## src/vgdcm_pkg.sv

```systemverilog
`timescale 1ns / 1ps
// Package for the voxel grid dirty chunk marker: sizes, register indexes,
// controller state type and the command and status groups.
// No dependencies.

package vgdcm_pkg;

  // Grid geometry
  localparam int GRID_DIM    = 32;
  localparam int CHUNK_SIZE  = 8;
  localparam int TILE_BITS   = 8;
  localparam int COORD_W     = $clog2(GRID_DIM);
  localparam int SIZE_W      = COORD_W + 1;
  localparam int CHUNK_SHIFT = $clog2(CHUNK_SIZE);
  localparam int CHUNK_MASK  = CHUNK_SIZE - 1;
  localparam int CHUNK_W     = COORD_W - CHUNK_SHIFT;
  localparam int CIDX_W      = 3 * CHUNK_W;
  localparam int NUM_CHUNKS  = 1 << CIDX_W;
  localparam int ADDR_W      = 3 * COORD_W;
  localparam int GRID_TILES  = 1 << ADDR_W;

  // Tile values on the ports and the widest stored tile
  localparam int VALUE_W     = 8;
  localparam int TILE_EXT_W  = 16;
  localparam int TILE_VOID   = 0;

  // Request codes
  localparam logic REQ_READ  = 1'b0;
  localparam logic REQ_WRITE = 1'b1;

  // Configuration port
  localparam int CFG_IDX_W  = 2;
  localparam int CFG_DATA_W = SIZE_W;
  localparam logic [CFG_IDX_W-1:0] REG_GRID_WIDTH  = 2'd0;
  localparam logic [CFG_IDX_W-1:0] REG_GRID_HEIGHT = 2'd1;
  localparam logic [CFG_IDX_W-1:0] REG_GRID_DEPTH  = 2'd2;

  // Neighbour walk: bits [2:1] pick the axis, bit 0 picks the plus side
  localparam int NB_CNT_W = 3;
  localparam logic [NB_CNT_W-1:0] NB_LAST = 3'd5;
  localparam logic [1:0] AXIS_X = 2'd0;
  localparam logic [1:0] AXIS_Y = 2'd1;
  localparam logic [1:0] AXIS_Z = 2'd2;

  typedef enum logic [3:0] {
    ST_CLEAR,
    ST_IDLE,
    ST_CTR_RD,
    ST_CTR_EVAL,
    ST_OLD_MARK,
    ST_NEW_MARK,
    ST_NB_RD,
    ST_NB_EVAL,
    ST_FLUSH
  } state_t;

  typedef enum logic [1:0] {
    MARK_OLD,
    MARK_NEW,
    MARK_NB
  } mark_sel_t;

  typedef struct packed {
    logic      clr_step;
    logic      take_item;
    logic      rd_center;
    logic      eval_center;
    logic      mark_go;
    mark_sel_t mark_sel;
    logic      nb_clear;
    logic      nb_step;
    logic      rd_nb;
    logic      flush;
  } cmd_t;

  typedef struct packed {
    logic clr_done;
    logic in_valid;
    logic ctr_changed;
    logic old_nonempty;
    logic new_nonempty;
    logic can_push;
    logic nb_ok;
    logic nb_last;
    logic nb_hit;
  } status_t;

endpackage

```

## src/vgdcm_ctrl.sv

```systemverilog
`timescale 1ns / 1ps
// Controller of the voxel grid dirty chunk marker: sequences the clearing
// pass, the tile lookup, the mark candidates and the result flush.
// Depends on vgdcm_pkg.

module vgdcm_ctrl (
  input  logic                clk,
  input  logic                rst_n,
  input  vgdcm_pkg::status_t  status,
  output vgdcm_pkg::cmd_t     cmd
);

  vgdcm_pkg::state_t state_r, state_nxt;

  // Hold state
  always_ff @(posedge clk) begin
    if (!rst_n) begin
      state_r <= vgdcm_pkg::ST_CLEAR;
    end else begin
      state_r <= state_nxt;
    end
  end

  // Next state
  always_comb begin
    state_nxt = state_r;
    unique case (state_r)
      vgdcm_pkg::ST_CLEAR: begin
        if (status.clr_done) state_nxt = vgdcm_pkg::ST_IDLE;
      end
      vgdcm_pkg::ST_IDLE: begin
        if (status.in_valid) state_nxt = vgdcm_pkg::ST_CTR_RD;
      end
      vgdcm_pkg::ST_CTR_RD: begin
        state_nxt = vgdcm_pkg::ST_CTR_EVAL;
      end
      vgdcm_pkg::ST_CTR_EVAL: begin
        state_nxt = status.ctr_changed ? vgdcm_pkg::ST_OLD_MARK : vgdcm_pkg::ST_FLUSH;
      end
      vgdcm_pkg::ST_OLD_MARK: begin
        if (!status.old_nonempty || status.can_push) begin
          state_nxt = status.new_nonempty ? vgdcm_pkg::ST_NEW_MARK : vgdcm_pkg::ST_NB_RD;
        end
      end
      vgdcm_pkg::ST_NEW_MARK: begin
        if (status.can_push) begin
          state_nxt = status.old_nonempty ? vgdcm_pkg::ST_FLUSH : vgdcm_pkg::ST_NB_RD;
        end
      end
      vgdcm_pkg::ST_NB_RD: begin
        if (status.nb_ok) begin
          state_nxt = vgdcm_pkg::ST_NB_EVAL;
        end else if (status.nb_last) begin
          state_nxt = vgdcm_pkg::ST_FLUSH;
        end
      end
      vgdcm_pkg::ST_NB_EVAL: begin
        if (!status.nb_hit || status.can_push) begin
          state_nxt = status.nb_last ? vgdcm_pkg::ST_FLUSH : vgdcm_pkg::ST_NB_RD;
        end
      end
      vgdcm_pkg::ST_FLUSH: begin
        if (status.can_push) state_nxt = vgdcm_pkg::ST_IDLE;
      end
      default: state_nxt = vgdcm_pkg::ST_IDLE;
    endcase
  end

  // Commands to the datapath
  always_comb begin
    cmd = '0;
    cmd.mark_sel = vgdcm_pkg::MARK_NB;
    unique case (state_r)
      vgdcm_pkg::ST_CLEAR:    cmd.clr_step = 1'b1;
      vgdcm_pkg::ST_IDLE:     cmd.take_item = 1'b1;
      vgdcm_pkg::ST_CTR_RD:   cmd.rd_center = 1'b1;
      vgdcm_pkg::ST_CTR_EVAL: begin
        cmd.eval_center = 1'b1;
        cmd.nb_clear    = 1'b1;
      end
      vgdcm_pkg::ST_OLD_MARK: begin
        cmd.mark_sel = vgdcm_pkg::MARK_OLD;
        cmd.mark_go  = status.old_nonempty && status.can_push;
      end
      vgdcm_pkg::ST_NEW_MARK: begin
        cmd.mark_sel = vgdcm_pkg::MARK_NEW;
        cmd.mark_go  = status.can_push;
      end
      vgdcm_pkg::ST_NB_RD: begin
        cmd.rd_nb   = status.nb_ok;
        cmd.nb_step = !status.nb_ok && !status.nb_last;
      end
      vgdcm_pkg::ST_NB_EVAL: begin
        cmd.mark_go = status.nb_hit && status.can_push;
        cmd.nb_step = (!status.nb_hit || status.can_push) && !status.nb_last;
      end
      vgdcm_pkg::ST_FLUSH:    cmd.flush = status.can_push;
      default:                cmd = '0;
    endcase
  end

endmodule

```

## config.mk

```make
export PLATFORM = sky130hd
export DESIGN_NAME = vgdcm_ctrl
export DESIGN_NICKNAME = d
export VERILOG_FILES = /design/src/vgdcm_pkg.sv /design/src/vgdcm_ctrl.sv
export SDC_FILE = /design/constraint.sdc
export NUM_CORES = 1
export LEC_CHECK = 0
export BUFFER_PORTS_ARGS = -buffer_cell sky130_fd_sc_hd__buf_2
export CAP_MARGIN = 10
export CELL_PAD_IN_SITES_DETAIL_PLACEMENT = 1
export CELL_PAD_IN_SITES_GLOBAL_PLACEMENT = 1
export CORE_UTILIZATION = 32
export DETAILED_ROUTE_END_ITERATION = 6
export HOLD_SLACK_MARGIN = 0.1
export PLACE_DENSITY = 0.82
export SYNTH_ARGS = -nofsm -noshare
export SYNTH_HDL_FRONTEND = slang
export SYNTH_SLANG_ARGS = --single-unit
```

## constraint.sdc

```tcl
create_clock -name clk -period 2.7 [get_ports clk]
set_input_delay 0.135 -clock clk [delete_from_list [all_inputs] [get_ports clk]]
set_output_delay 0.135 -clock clk [all_outputs]
set_load 0.02 [all_outputs]
```

Word level (Yosys, flattened, before mapping)
Cells that the tools add are included.

word-level totals
  bits in latches = 0
  memory bits (read-only) = 0
  output and inout port bits = 11
  word-level logic and storage cells = 51
  memories kept = 0
  input bits = 11
  memory bits (writable) = 0
  bits in registers = 4

operators by class
  add/subtract/negate cells = 0
  multipliers = 0
  div/mod/pow operators = 0
  magnitude comparators = 0
  reduce and logical (&&, ||, !) cells = 13
  eq/ne operators = 15
  shifts and indexed selects = 0
  bitwise gates (word level) = 0
  muxes and demuxes = 22

operator list
  kind                                                                    number
  4-bit 2-to-1 mux                                                        11
  4-bit case mux with 9 select lines                                      1
  4-bit by 3-bit equality test with 1-bit output (second input constant)  4
  2-bit != test (second input constant)                                   6
  4-bit by 2-bit equality test with 1-bit output (second input constant)  2
  7-bit AND reduction                                                     1
  7-bit OR reduction                                                      1
  1-bit 2-to-1 mux                                                        6
  4-bit by 1-bit equality test with 1-bit output (second input constant)  1
  4-bit equality test (second input constant)                             1
  1-bit logical AND                                                       4
  1-bit zero test                                                         4
  4-bit zero test                                                         1
  2-bit case mux with 2 select lines                                      1
  3-bit != test (second input constant)                                   1
  1-bit case mux with 3 select lines                                      1
  1-bit logical OR                                                        2
  2-bit 2-to-1 mux                                                        1
  1-bit case mux with 2 select lines                                      1

Logic depth before layout (Yosys ltp)
  depth in word-level cells = 4
  mapped depth = 6
  depth with buffers taken out = 5

Worst setup path before layout
OpenSTA, ideal clock, no wires.

  path type = register to output
  start = register state_r[1]
  end = output cmd[2] (netlist name)
  arrival time = 1.546 ns
  path buffers = 2
  setup slack = 1.019 ns
  cell stages (with the launch flop) = 5
  data required time = 2.565 ns
  cell sequence = dfxtp_1 -> buf_2 -> clkbuf_1 -> nand2_1 -> nor4_1

RTL lines
  element                 RTL line          text
  from (decl)             vgdcm_ctrl.sv:13  vgdcm_pkg::state_t state_r, state_nxt;
  from (signal assigned)  vgdcm_ctrl.sv:18  state_r <= vgdcm_pkg::ST_CLEAR;
  from (signal assigned)  vgdcm_ctrl.sv:20  state_r <= state_nxt;
  to (decl)               vgdcm_ctrl.sv:10  output vgdcm_pkg::cmd_t cmd

Final worst setup path
  start = register state_r[0]
  end = register state_r[3]

between the ends
  longest elaborated chain between the ends = 3
  elaborated cells between the ends (all ways) = 18
  those cells by class = 15 x eq/ne; 1 x mux; 2 x reduce/logical

RTL lines
  element                                                                 RTL line          text
  4-bit by 3-bit equality test with 1-bit output (tied with other cells)  vgdcm_ctrl.sv:27  unique case (state_r)
  3-bit != test (no line) / 2-bit != test (equally long branches)         --
  7-bit AND reduction (no line)                                           --

Parallel ways exist; a longest one is shown, timed or not.
A chain may end at the register's enable or synchronous reset.

==> reports/metrics.yaml <==
skew_ps: 3.57
dp_hpwl_um: 1090
drc_errors: 0
ioPinCount: 22
pwr_density_cell_mw_per_mm2: 1140
start_util_pct: 36.1
slew_headroom_pct: 66.6
cts_hold_buf: 0
yosys_warnings: 0
clk_pin_slew_worst_paths_ps: 40
final_antenna_net_count: 0
synthCells: 72
io_buffer_count: 21
vias: 585
final_common_cell: "buf_2"
status: "complete, no violations"
startpoint_type: "flip-flop"
core_mm2: 0.00137
vdd_drop_max_mv: 0.568
synth_nets: 83
fin_tns_setup_ps: 0
syn_area_um2: 493
cts_resized: 0
combPwrFrac_pct: 68.6
largestRegisters: "state_r: 4 flops"
slew_violations: 0
finalNetCount: 104
grt_first_pass_wirelength_um: 2120
yosys_register_bits: 4
max_cap_viol_count: 0
die_y_um: 41.3
dieArea_mm2: 0.00170
antenna_cells: 0
crit_arrival_ps: 1990
track_usage_pct: 18.7
std_cell_rows: 13
clock-sinks: 4
grt_max_degree: 21
htreeDepth: 1
required_ps: 2820
totalWireLength_um: 1390
cts_tree: "built"
setup_slack_ps: 832
crit_type: "flip-flop to flip-flop"
ys_types: 26
seq_power_share_pct: 21.2
synthToLayoutAreaGrowth_pct: 24.4
gr-total-overflow: 0
period_needed_ps: 1870
layout_common_cells: "buf_2 (21), nor2_1 (13), a21oi_1 (6)"
largest_reg_flops: 4
gp_congestion: 0.736
regMostFlops: "state_r"
vias_per_cell: 5.52
p_leak_nw: 0.279
dr.pass1.iters: 4
switching_power_mw: 0.375
tightest_slew_ps: 500
fin_util_pct: 44.9
rsz0062_at_grt: "false"
period_share_pct: 69.2
hold_violations: 0
cts_made_buffers: 3
insertion_delay_ps: 230
grt_antenna_before_repair: 0
drt_first_iter_violations: 3
cp-end-kind: "flip-flop"
cts_setup_buffers: 0
min_path_type: "primary input to flip-flop"
p_clk_share_pct: 10.2
sw_frac_of_total_pct: 53.6
grt_pass1_vias: 500
avgRoutedWirePerCell_um: 13.1
cts_root_buffer: "clkbuf_4"
fp.dieW_um: 41.3
internal_power_mw: 0.324
ys_seq_area_share_pct: 16.2
clock_path_buffers: 2
pre_cts_slack_ps: 830
setup_viol: 0
syn_area_per_cell_um2: 6.85
worst-path-max-fanout: 15
drive_above_1_share_pct: 31.9
max_freq_ghz: 0.535
[power groups by stage]
stage | sequential [mW] | clock, mW | combinational (mW)
floorplan | 0.100 | 0 | 0.417
global placement | 0.148 | 0 | 0.470
detailed placement | 0.148 | 0 | 0.482
CTS | 0.147 | 0.0767 | 0.483
global route | 0.157 | 0.0795 | 0.537
finish | 0.148 | 0.0714 | 0.480
[layout make-up]
cell class,count,area (um^2)
clock buffers,3,22.5
repair buffers,22,113
flip-flops and latches,4,80.1
inverters,4,15.0
fillers,197,753
multi-input cells,58,364
well taps,15,18.8
[final timing paths]
path	startpoint	endpoint	slack (ps)	depth (start not counted)
setup / recovery	state_r[0]$_SDFFE_PN0P_	state_r[3]$_SDFFE_PN0P_	830	5
hold / removal	rst_n	state_r[3]$_SDFFE_PN0P_	150	2
setup reg to reg	state_r[0]$_SDFFE_PN0P_	state_r[3]$_SDFFE_PN0P_	830	5
hold reg to reg	state_r[2]$_SDFFE_PN0P_	state_r[2]$_SDFFE_PN0P_	650	2
[metrics by stage]
stage               cells  total power [mW]  area [um^2]  hold slack, ps
finish                106             0.699          613             151
global route          106             0.773          613             160
CTS                   106             0.707          613             146
detailed placement    103             0.630          591             393
global placement      103             0.617          591             383
floorplan              72             0.517          493             268
[per-layer routing]
layer  up-vias  global-route usage, %  share of wire [%]
li1        296                      -                  -
met1       273                   23.1                 47
met2        16                   31.3                 48
met3         0                   1.63                4.6
met4         0                   10.5                  0
met5         -                      0                  0
[Yosys cell counts]
master | number | area share [%]
a211oi_1 | 3 | 4.6
a21oi_1 | 6 | 6.1
a21oi_4 | 1 | 3.3
a221oi_4 | 1 | 5.3
and3_1 | 2 | 2.5
buf_2 | 3 | 3.0
buf_4 | 2 | 3.0
clkbuf_1 | 1 | 0.76
dfxtp_1 | 4 | 16
inv_1 | 4 | 3.0
mux2i_1 | 3 | 6.1
nand2_1 | 5 | 3.8
nand2b_1 | 4 | 5.1
nand4b_1 | 1 | 1.8
nor2_1 | 13 | 9.9
nor2b_1 | 3 | 3.8
nor3_1 | 4 | 4.1
nor4_1 | 1 | 1.3
o211a_1 | 1 | 2.0
o21ai_0 | 3 | 3.0
o21ai_1 | 1 | 1.0
o221ai_1 | 1 | 1.8
o22a_1 | 1 | 1.8
o22ai_1 | 2 | 2.5
or2_2 | 1 | 1.3
or4b_4 | 1 | 2.8
[critical path, cell delays in order (launching register included)]
cell	delay, ps
dfxtp_1	620
or2_2	240
o22ai_1	120
a221oi_4	420
o221ai_1	200
o211a_1	150
[logic make-up after synthesis]
kind of cell    count (synthesis)  synth area share, %
compound gates                 20                 31.5
buf+inv                        10                 9.90
flops                           4                 16.2
mux                             3                 6.09
simple gates                   35                 36.3
Power figures use the tool's default switching activity.
